**config.mk**
```make
export PLATFORM = sky130hd
export DESIGN_NAME = battery_energy_integrator
export DESIGN_NICKNAME = d
export VERILOG_FILES = /design/src/hw/rtl/bei_pkg.sv /design/src/hw/rtl/battery_energy_integrator.sv
export SDC_FILE = /design/constraint.sdc
export NUM_CORES = 1
export LEC_CHECK = 0
export BUFFER_PORTS_ARGS = -buffer_cell sky130_fd_sc_hd__buf_4
export CAP_MARGIN = 20
export CORE_MARGIN = 2
export CORE_UTILIZATION = 55
export CTS_CLUSTER_SIZE = 20
export DETAILED_ROUTE_END_ITERATION = 10
export PLACE_DENSITY_LB_ADDON = 0.15
export SLEW_MARGIN = 20
export SYNTH_ARGS = -nofsm -noshare
export SYNTH_HDL_FRONTEND = slang
export SYNTH_SLANG_ARGS = --single-unit
export TNS_END_PERCENT = 100
```
**constraint.sdc**
```tcl
create_clock -name clk -period 8.7 [get_ports clk]
set_input_delay 1.74 -clock clk [delete_from_list [all_inputs] [get_ports clk]]
set_output_delay 1.74 -clock clk [all_outputs]
set_load 0.03 [all_outputs]
```
**src/hw/rtl/bei_pkg.sv**
```systemverilog
package bei_pkg;

    // Field and state widths
    localparam int ID_W     = 11;
    localparam int BYTE_W   = 8;
    localparam int SPEED_W  = 14;
    localparam int VOLT_W   = 16;
    localparam int CUR_W    = 16;
    localparam int POWER_W  = 32;
    localparam int WH_W     = 32;
    localparam int RES_W    = 33;
    localparam int CFG_IDX_W  = 2;
    localparam int CFG_DATA_W = 14;

    // Default scale: 0.001 W units times 3600 s per hour
    localparam int ENERGY_SCALE_DEF = 3600000;

    localparam logic [SPEED_W-1:0] THRESHOLD_RESET = 14'd10;

    // Configuration register indexes
    localparam logic [CFG_IDX_W-1:0] CFG_SPEED_ID     = 2'd0;
    localparam logic [CFG_IDX_W-1:0] CFG_BATTERY_ID   = 2'd1;
    localparam logic [CFG_IDX_W-1:0] CFG_MOVING_THRES = 2'd2;

    // Sequencer states
    typedef enum logic [4:0] {
        ST_IDLE   = 5'b00001,
        ST_MUL    = 5'b00010,
        ST_ACC    = 5'b00100,
        ST_NORM   = 5'b01000,
        ST_FINISH = 5'b10000
    } state_t;

endpackage

```
**src/hw/rtl/battery_energy_integrator.sv**
```systemverilog
// Channel   Direction  Handshake              Payload
// in        input      in_valid / in_ready    frame_id, speed bytes, pack_voltage, pack_current
// out       output     out_valid / out_ready  battery_frame_seen, power_now, *_energy_wh, speed_now
// cfg       input      cfg_write_en           cfg_index, cfg_data
//
// A speed frame or an unknown frame goes from IDLE straight to FINISH, skipping MUL, ACC and NORM.
// A battery frame passes MUL, ACC and NORM, where NORM takes k whole scale steps
// to bring the residual back into [-ENERGY_SCALE, ENERGY_SCALE]; k is up to
// about 600 at the default scale; the single 33-bit adder takes one step a cycle.
// One item is worked at a time; in_ready is low from transfer until the result is loaded.
// rst_n clears the architectural state, counters and residuals; the moving threshold resets to 10.
// A stalled result holds in the output register; a new item is taken meanwhile.
module battery_energy_integrator #(
    parameter int ENERGY_SCALE = bei_pkg::ENERGY_SCALE_DEF
) (
    input  logic                              clk,
    input  logic                              rst_n,

    input  logic                              cfg_write_en,
    input  logic [bei_pkg::CFG_IDX_W-1:0]     cfg_index,
    input  logic [bei_pkg::CFG_DATA_W-1:0]    cfg_data,

    input  logic                              in_valid,
    output logic                              in_ready,
    input  logic [bei_pkg::ID_W-1:0]          frame_id,
    input  logic [bei_pkg::BYTE_W-1:0]        speed_low_byte,
    input  logic [bei_pkg::BYTE_W-1:0]        speed_high_byte,
    input  logic [bei_pkg::VOLT_W-1:0]        pack_voltage,
    input  logic signed [bei_pkg::CUR_W-1:0]  pack_current,

    output logic                              out_valid,
    input  logic                              out_ready,
    output logic                              battery_frame_seen,
    output logic signed [bei_pkg::POWER_W-1:0] power_now,
    output logic signed [bei_pkg::WH_W-1:0]   drive_energy_wh,
    output logic signed [bei_pkg::WH_W-1:0]   charge_energy_wh,
    output logic [bei_pkg::SPEED_W-1:0]       speed_now
);

    localparam int RES_W = bei_pkg::RES_W;
    localparam logic signed [RES_W-1:0] SCALE_POS = RES_W'(ENERGY_SCALE);
    localparam logic signed [RES_W-1:0] SCALE_NEG = -SCALE_POS;

    // Configuration registers
    logic [bei_pkg::ID_W-1:0]    speed_id_reg;
    logic [bei_pkg::ID_W-1:0]    battery_id_reg;
    logic [bei_pkg::SPEED_W-1:0] threshold_reg;

    // Architectural state
    logic [bei_pkg::SPEED_W-1:0]        speed_reg;
    logic signed [bei_pkg::POWER_W-1:0] power_reg;
    logic signed [RES_W-1:0]            drive_res_reg;
    logic signed [RES_W-1:0]            charge_res_reg;
    logic [bei_pkg::WH_W-1:0]           drive_wh_reg;
    logic [bei_pkg::WH_W-1:0]           charge_wh_reg;

    // Working registers
    bei_pkg::state_t                    state_reg, state_next;
    logic                               seen_reg;
    logic                               sel_drive_reg;
    logic [bei_pkg::VOLT_W-1:0]         volt_reg;
    logic signed [bei_pkg::CUR_W-1:0]   cur_reg;
    logic signed [RES_W-1:0]            acc_reg;

    // Output register
    logic                               out_valid_reg;
    logic                               out_seen_reg;
    logic signed [bei_pkg::POWER_W-1:0] out_power_reg;
    logic [bei_pkg::WH_W-1:0]           out_drive_reg;
    logic [bei_pkg::WH_W-1:0]           out_charge_reg;
    logic [bei_pkg::SPEED_W-1:0]        out_speed_reg;

    logic                               in_xfer;
    logic                               out_free;
    logic                               sel_drive_now;
    logic signed [RES_W-1:0]            add_a;
    logic signed [RES_W-1:0]            add_b;
    logic signed [RES_W-1:0]            add_sum;
    logic                               above_pos;
    logic                               below_neg;
    logic [bei_pkg::WH_W-1:0]           wh_cur;
    logic [bei_pkg::WH_W-1:0]           wh_step;

    logic signed [bei_pkg::POWER_W-1:0] product;

    assign in_ready = (state_reg == bei_pkg::ST_IDLE);
    assign in_xfer  = in_valid && in_ready;
    assign out_free = !out_valid_reg || out_ready;

    // Multiply unsigned voltage by signed current; the product always fits in 32 bits
    assign product = bei_pkg::POWER_W'($signed({1'b0, volt_reg}))
                   * bei_pkg::POWER_W'(cur_reg);

    // Pick the residual for this power
    assign sel_drive_now = (speed_reg > threshold_reg) || (power_reg > 0);

    // Shared adder: add power to the residual, then step by the scale
    assign above_pos = acc_reg > SCALE_POS;
    assign below_neg = acc_reg < SCALE_NEG;

    always_comb
    begin
        if (state_reg == bei_pkg::ST_ACC)
        begin
            add_a = sel_drive_now ? drive_res_reg : charge_res_reg;
            add_b = RES_W'(power_reg);
        end
        else
        begin
            add_a = acc_reg;
            add_b = above_pos ? SCALE_NEG : SCALE_POS;
        end
    end

    assign add_sum = add_a + add_b;

    // Counter step for the selected residual
    assign wh_cur  = sel_drive_reg ? drive_wh_reg : charge_wh_reg;
    assign wh_step = above_pos ? (wh_cur + 32'd1) : (wh_cur - 32'd1);

    // Sequencer
    always_comb
    begin
        state_next = state_reg;
        case (state_reg)
            bei_pkg::ST_IDLE:
            begin
                if (in_xfer)
                begin
                    if (frame_id != speed_id_reg && frame_id == battery_id_reg)
                        state_next = bei_pkg::ST_MUL;
                    else
                        state_next = bei_pkg::ST_FINISH;
                end
            end
            bei_pkg::ST_MUL:    state_next = bei_pkg::ST_ACC;
            bei_pkg::ST_ACC:    state_next = bei_pkg::ST_NORM;
            bei_pkg::ST_NORM:
            begin
                if (!above_pos && !below_neg)
                    state_next = bei_pkg::ST_FINISH;
            end
            bei_pkg::ST_FINISH:
            begin
                if (out_free)
                    state_next = bei_pkg::ST_IDLE;
            end
            default:            state_next = bei_pkg::ST_IDLE;
        endcase
    end

    // Configuration writes
    always_ff @(posedge clk or negedge rst_n)
    begin
        if (!rst_n)
        begin
            speed_id_reg   <= '0;
            battery_id_reg <= '0;
            threshold_reg  <= bei_pkg::THRESHOLD_RESET;
        end
        else if (cfg_write_en)
        begin
            case (cfg_index)
                bei_pkg::CFG_SPEED_ID:     speed_id_reg   <= cfg_data[bei_pkg::ID_W-1:0];
                bei_pkg::CFG_BATTERY_ID:   battery_id_reg <= cfg_data[bei_pkg::ID_W-1:0];
                bei_pkg::CFG_MOVING_THRES: threshold_reg  <= cfg_data;
                default:                   ;
            endcase
        end
    end

    // State and datapath
    always_ff @(posedge clk or negedge rst_n)
    begin
        if (!rst_n)
        begin
            state_reg      <= bei_pkg::ST_IDLE;
            speed_reg      <= '0;
            power_reg      <= '0;
            drive_res_reg  <= '0;
            charge_res_reg <= '0;
            drive_wh_reg   <= '0;
            charge_wh_reg  <= '0;
            seen_reg       <= 1'b0;
            sel_drive_reg  <= 1'b0;
        end
        else
        begin
            state_reg <= state_next;
            case (state_reg)
                bei_pkg::ST_IDLE:
                begin
                    if (in_xfer)
                    begin
                        seen_reg <= (frame_id != speed_id_reg) && (frame_id == battery_id_reg);
                        if (frame_id == speed_id_reg)
                            speed_reg <= {speed_high_byte[5:0], speed_low_byte};
                    end
                end
                bei_pkg::ST_MUL:
                begin
                    power_reg <= product;
                end
                bei_pkg::ST_ACC:
                begin
                    sel_drive_reg <= sel_drive_now;
                end
                bei_pkg::ST_NORM:
                begin
                    if (above_pos || below_neg)
                    begin
                        if (sel_drive_reg)
                            drive_wh_reg <= wh_step;
                        else
                            charge_wh_reg <= wh_step;
                    end
                    else if (sel_drive_reg)
                        drive_res_reg <= acc_reg;
                    else
                        charge_res_reg <= acc_reg;
                end
                default: ;
            endcase
        end
    end

    // Operand and accumulator registers, no reset needed
    always_ff @(posedge clk)
    begin
        if (in_xfer)
        begin
            volt_reg <= pack_voltage;
            cur_reg  <= pack_current;
        end
        if (state_reg == bei_pkg::ST_ACC ||
            (state_reg == bei_pkg::ST_NORM && (above_pos || below_neg)))
            acc_reg <= add_sum;
    end

    // Load result into output register, drop it on transfer
    always_ff @(posedge clk or negedge rst_n)
    begin
        if (!rst_n)
            out_valid_reg <= 1'b0;
        else if (state_reg == bei_pkg::ST_FINISH && out_free)
            out_valid_reg <= 1'b1;
        else if (out_ready)
            out_valid_reg <= 1'b0;
    end

    always_ff @(posedge clk)
    begin
        if (state_reg == bei_pkg::ST_FINISH && out_free)
        begin
            out_seen_reg   <= seen_reg;
            out_power_reg  <= power_reg;
            out_drive_reg  <= drive_wh_reg;
            out_charge_reg <= charge_wh_reg;
            out_speed_reg  <= speed_reg;
        end
    end

    assign out_valid          = out_valid_reg;
    assign battery_frame_seen = out_seen_reg;
    assign power_now          = out_power_reg;
    assign drive_energy_wh    = out_drive_reg;
    assign charge_energy_wh   = out_charge_reg;
    assign speed_now          = out_speed_reg;

    // Residuals always sit inside the scale band
    a_drive_res_band: assert property (@(posedge clk) disable iff (!rst_n)
        (drive_res_reg <= SCALE_POS) && (drive_res_reg >= SCALE_NEG))
        else $error("drive residual outside scale band");

    a_charge_res_band: assert property (@(posedge clk) disable iff (!rst_n)
        (charge_res_reg <= SCALE_POS) && (charge_res_reg >= SCALE_NEG))
        else $error("charge residual outside scale band");

    // Busy after an input transfer
    a_busy_after_xfer: assert property (@(posedge clk) disable iff (!rst_n)
        in_xfer |=> !in_ready)
        else $error("input accepted while working");

    // A finished item always lands in the output register
    a_result_loaded: assert property (@(posedge clk) disable iff (!rst_n)
        (state_reg == bei_pkg::ST_FINISH && out_free) |=> out_valid_reg)
        else $error("result not loaded");

endmodule

```
==> results.py <==
metrics = {
    "sta": {
        "timing.fmax_mhz": 147,
        "period_share": 0.782,
        "slew_viol_final": 0,
        "finalClockSkew_ns": 0.0291,
        "tns_ns": 0,
        "period_minus_slack_ns": 6.81,
        "worst_slew_pin_slew_ns": 1.08,
        "setup_viol": 0,
        "hold_viol_final": 0,
        "whs_ns": 0.454,
        "rsz0062_at_grt": "no",
        "slew_headroom": 0.280,
    },
    "finish": {
        "layout_commonest_cell": "nand2_1",
        "diodes": 0,
        "fin_util": 0.624,
        "layout-drive-gt1-share": 0.171,
        "nets": 3197,
        "layout.cells.most_common_list": "nand2_1 (337), inv_1 (287), dfrtp_1 (217)",
        "syn2layout_area_growth_pct": 12.2,
    },
    "clocking": {
        "postCtsSetupBuffers": 0,
        "tritoncts": "built",
        "cts.path.max_buffers": 3,
        "post_cts_resized": 0,
        "clk_latency_ns": 0.57,
        "cts_made_buffers": 43,
        "postCtsHoldBufs": 0,
        "root_buffer": "clkbuf_16",
        "clock_sinks": 396,
        "cts_max_level": 2,
        "path_clk_slew_ns": 0.06,
    },
    "logic_synthesis": {
        "ys_ff_latch": 396,
        "ys_seq_area_frac": 0.388,
        "yosysWarnings": 0,
        "synth_edf_count": 176,
        "ys_async_sr_fraction": 0.556,
        "syn_nets": 3044,
        "synth_top_flop_cell": "dfrtp_1",
        "ys_types": 79,
        "postSynthCellCount": 2575,
        "synth_area_um2": 27800,
        "synth_area_per_cell_um2": 10.8,
    },
    "routing": {
        "dr.pass1.iters": 5,
        "drc": 0,
        "routed_via_density": 5.48,
        "vias": 18800,
        "drtIter0Drc": 990,
        "final_antenna_net_count": 0,
        "wl_per_cell_um": 17.4,
        "drt_wl_total_um": 59800,
    },
    "floorplan": {
        "core_area_um2": 50100,
        "die_y_um": 229,
        "start_util": 0.556,
        "fp.dieW_um": 229,
        "rows": 82,
        "num_io_pins": 193,
        "die_area_um2": 52400,
    },
    "worst_setup_path": {
        "critPathSlowestCell": "edfxtp_1",
        "start_kind": "register",
        "worst-setup-path-type": "register to register",
        "slowest_delay_ns": 0.78,
        "crit_path_cell_trace": "nand2_1 -> fa_1 -> inv_1 -> fa_1 -> fa_1 -> fa_1 -> fa_1 -> inv_1 -> fa_1 -> inv_1 -> ha_1 -> a21oi_1 -> o211ai_1 -> o311a_1 -> a2111oi_0 -> nor2_1 -> o31ai_1 -> xor2_1 -> o21ai_0",
        "crit_top_cell": "fa_1",
        "cp-end-kind": "register",
        "cp.required_ns": 9.11,
        "cp_max_fo": 16,
        "cp_data_arrival_time_ns": 7.21,
    },
    "place": {
        "gp_congestion": 0.911,
        "port_buffers": 190,
        "dp_hpwl_um": 45900,
    },
    "global_routing": {
        "grt_max_degree": 93,
        "overflow": 0,
        "grt_pass1_wl_um": 99100,
        "grtUsageTotal": 0.232,
        "grt_pass1_vias": 19500,
        "antenna_found_initial": 0,
    },
    "run_status": {
        "status": "finished, final reports clean",
    },
    "job": {
        "max_cap_violations": 0,
    },
    "min_path": {
        "hp-class": "register to register",
    },
}
[cell families (layout without fill, tap and decap cells)]
logic type      after synthesis  count (layout)  share of synthesized area
mux                         214             214                     0.0902
compound gates              371             371                     0.0833
flops                       396             396                      0.388
xor+xnor                    112             112                     0.0353
fa+ha+maj                   389             389                      0.228
buf+inv                     386             573                     0.0542
simple gates                707             707                      0.121
[per-stage QoR]
stage | setup WS [ns] | cells | area, um2
global route | 1.63 | 3434 | 31200
floorplan | 1.68 | 2575 | 27800
finish | 1.89 | 3434 | 31200
global placement | 1.98 | 3355 | 29800
detailed placement | 1.97 | 3355 | 29800
CTS | 1.94 | 3434 | 31200
[synth_stat cells, types with 4 or more instances]
library cell	count	area (um2)
nand2_1	337	1260
inv_1	287	1080
dfrtp_1	217	5430
fa_1	196	3920
ha_1	193	2410
edfxtp_1	176	5290
mux2_2	135	1520
and2_1	124	776
o21ai_0	122	611
a21oi_1	97	485
clkbuf_1	77	289
nor2_1	73	274
xor2_1	59	517
xnor2_1	53	464
mux2_4	40	601
mux2i_1	39	390
a21o_1	31	233
nand3_1	31	155
nand4_1	28	175
nor3_1	24	120
nor4_1	22	138
nand2b_1	18	113
o21bai_1	18	135
buf_2	12	60.1
o21a_1	12	90.1
a211oi_1	10	75.1
a31oi_1	10	62.6
or3_1	10	62.6
o211ai_1	9	67.6
o31ai_1	9	67.6
and3_1	6	37.5
buf_6	6	67.6
nor3b_1	6	45.0
nand3b_1	5	37.5
nor2b_1	5	31.3
a31o_2	4	35.0
nand4b_1	4	35.0
o2111ai_1	4	35.0
or2_2	4	25.0
[critical path, delay by kind of cell (launching register included)]
kind                       cells  cell delay, ns
buffers and inverters          3            0.15
adders and majority gates      7            3.37
xor gates and xnor gates       1            0.16
and+or+nand+nor                2            0.33
DFF                            1            0.78
AOI/OAI and AO/OA              6            1.83
[area by class of cell]
| cell class | instances | area [um2] |
|---|---|---|
| clock inverter | 25 | 250 |
| tap | 672 | 841 |
| multi-input combinational | 1793 | 15500 |
| inverter | 289 | 1080 |
| timing repair buffer | 205 | 1550 |
| sequential | 396 | 10800 |
| clock buffer | 54 | 1170 |
| fill | 4076 | 18800 |
[final timing paths]
check | startpoint | end | slack, ns | depth (start not counted)
setup / recovery | volt_reg[7] | power_reg[29] | 1.89 | 19
hold / removal | speed_reg[0] | speed_now[0] | 0.45 | 0
setup reg to reg | volt_reg[7] | power_reg[29] | 1.89 | 19
hold reg to reg | speed_reg[0] | speed_now[0] | 0.45 | 0
max in group asynchronous | rst_n | charge_res_reg[30] | 6.02 | 2
min in group asynchronous | rst_n | battery_id_reg[4] | 1.18 | 1
[per-layer routing]
layer	part of all wire	global-route usage	wire length, um	vias to the layer above
met5	0	0	0	-
met2	0.50	0.401	29700	393
met4	0.034	0.0844	2030	0
met3	0.039	0.0271	2330	113
met1	0.43	0.302	25800	9261
li1	-	-	-	9038
Power is left out: the tool's default activity adds up to more than one toggle a clock period on the data nets, which glitch-free logic cannot reach.
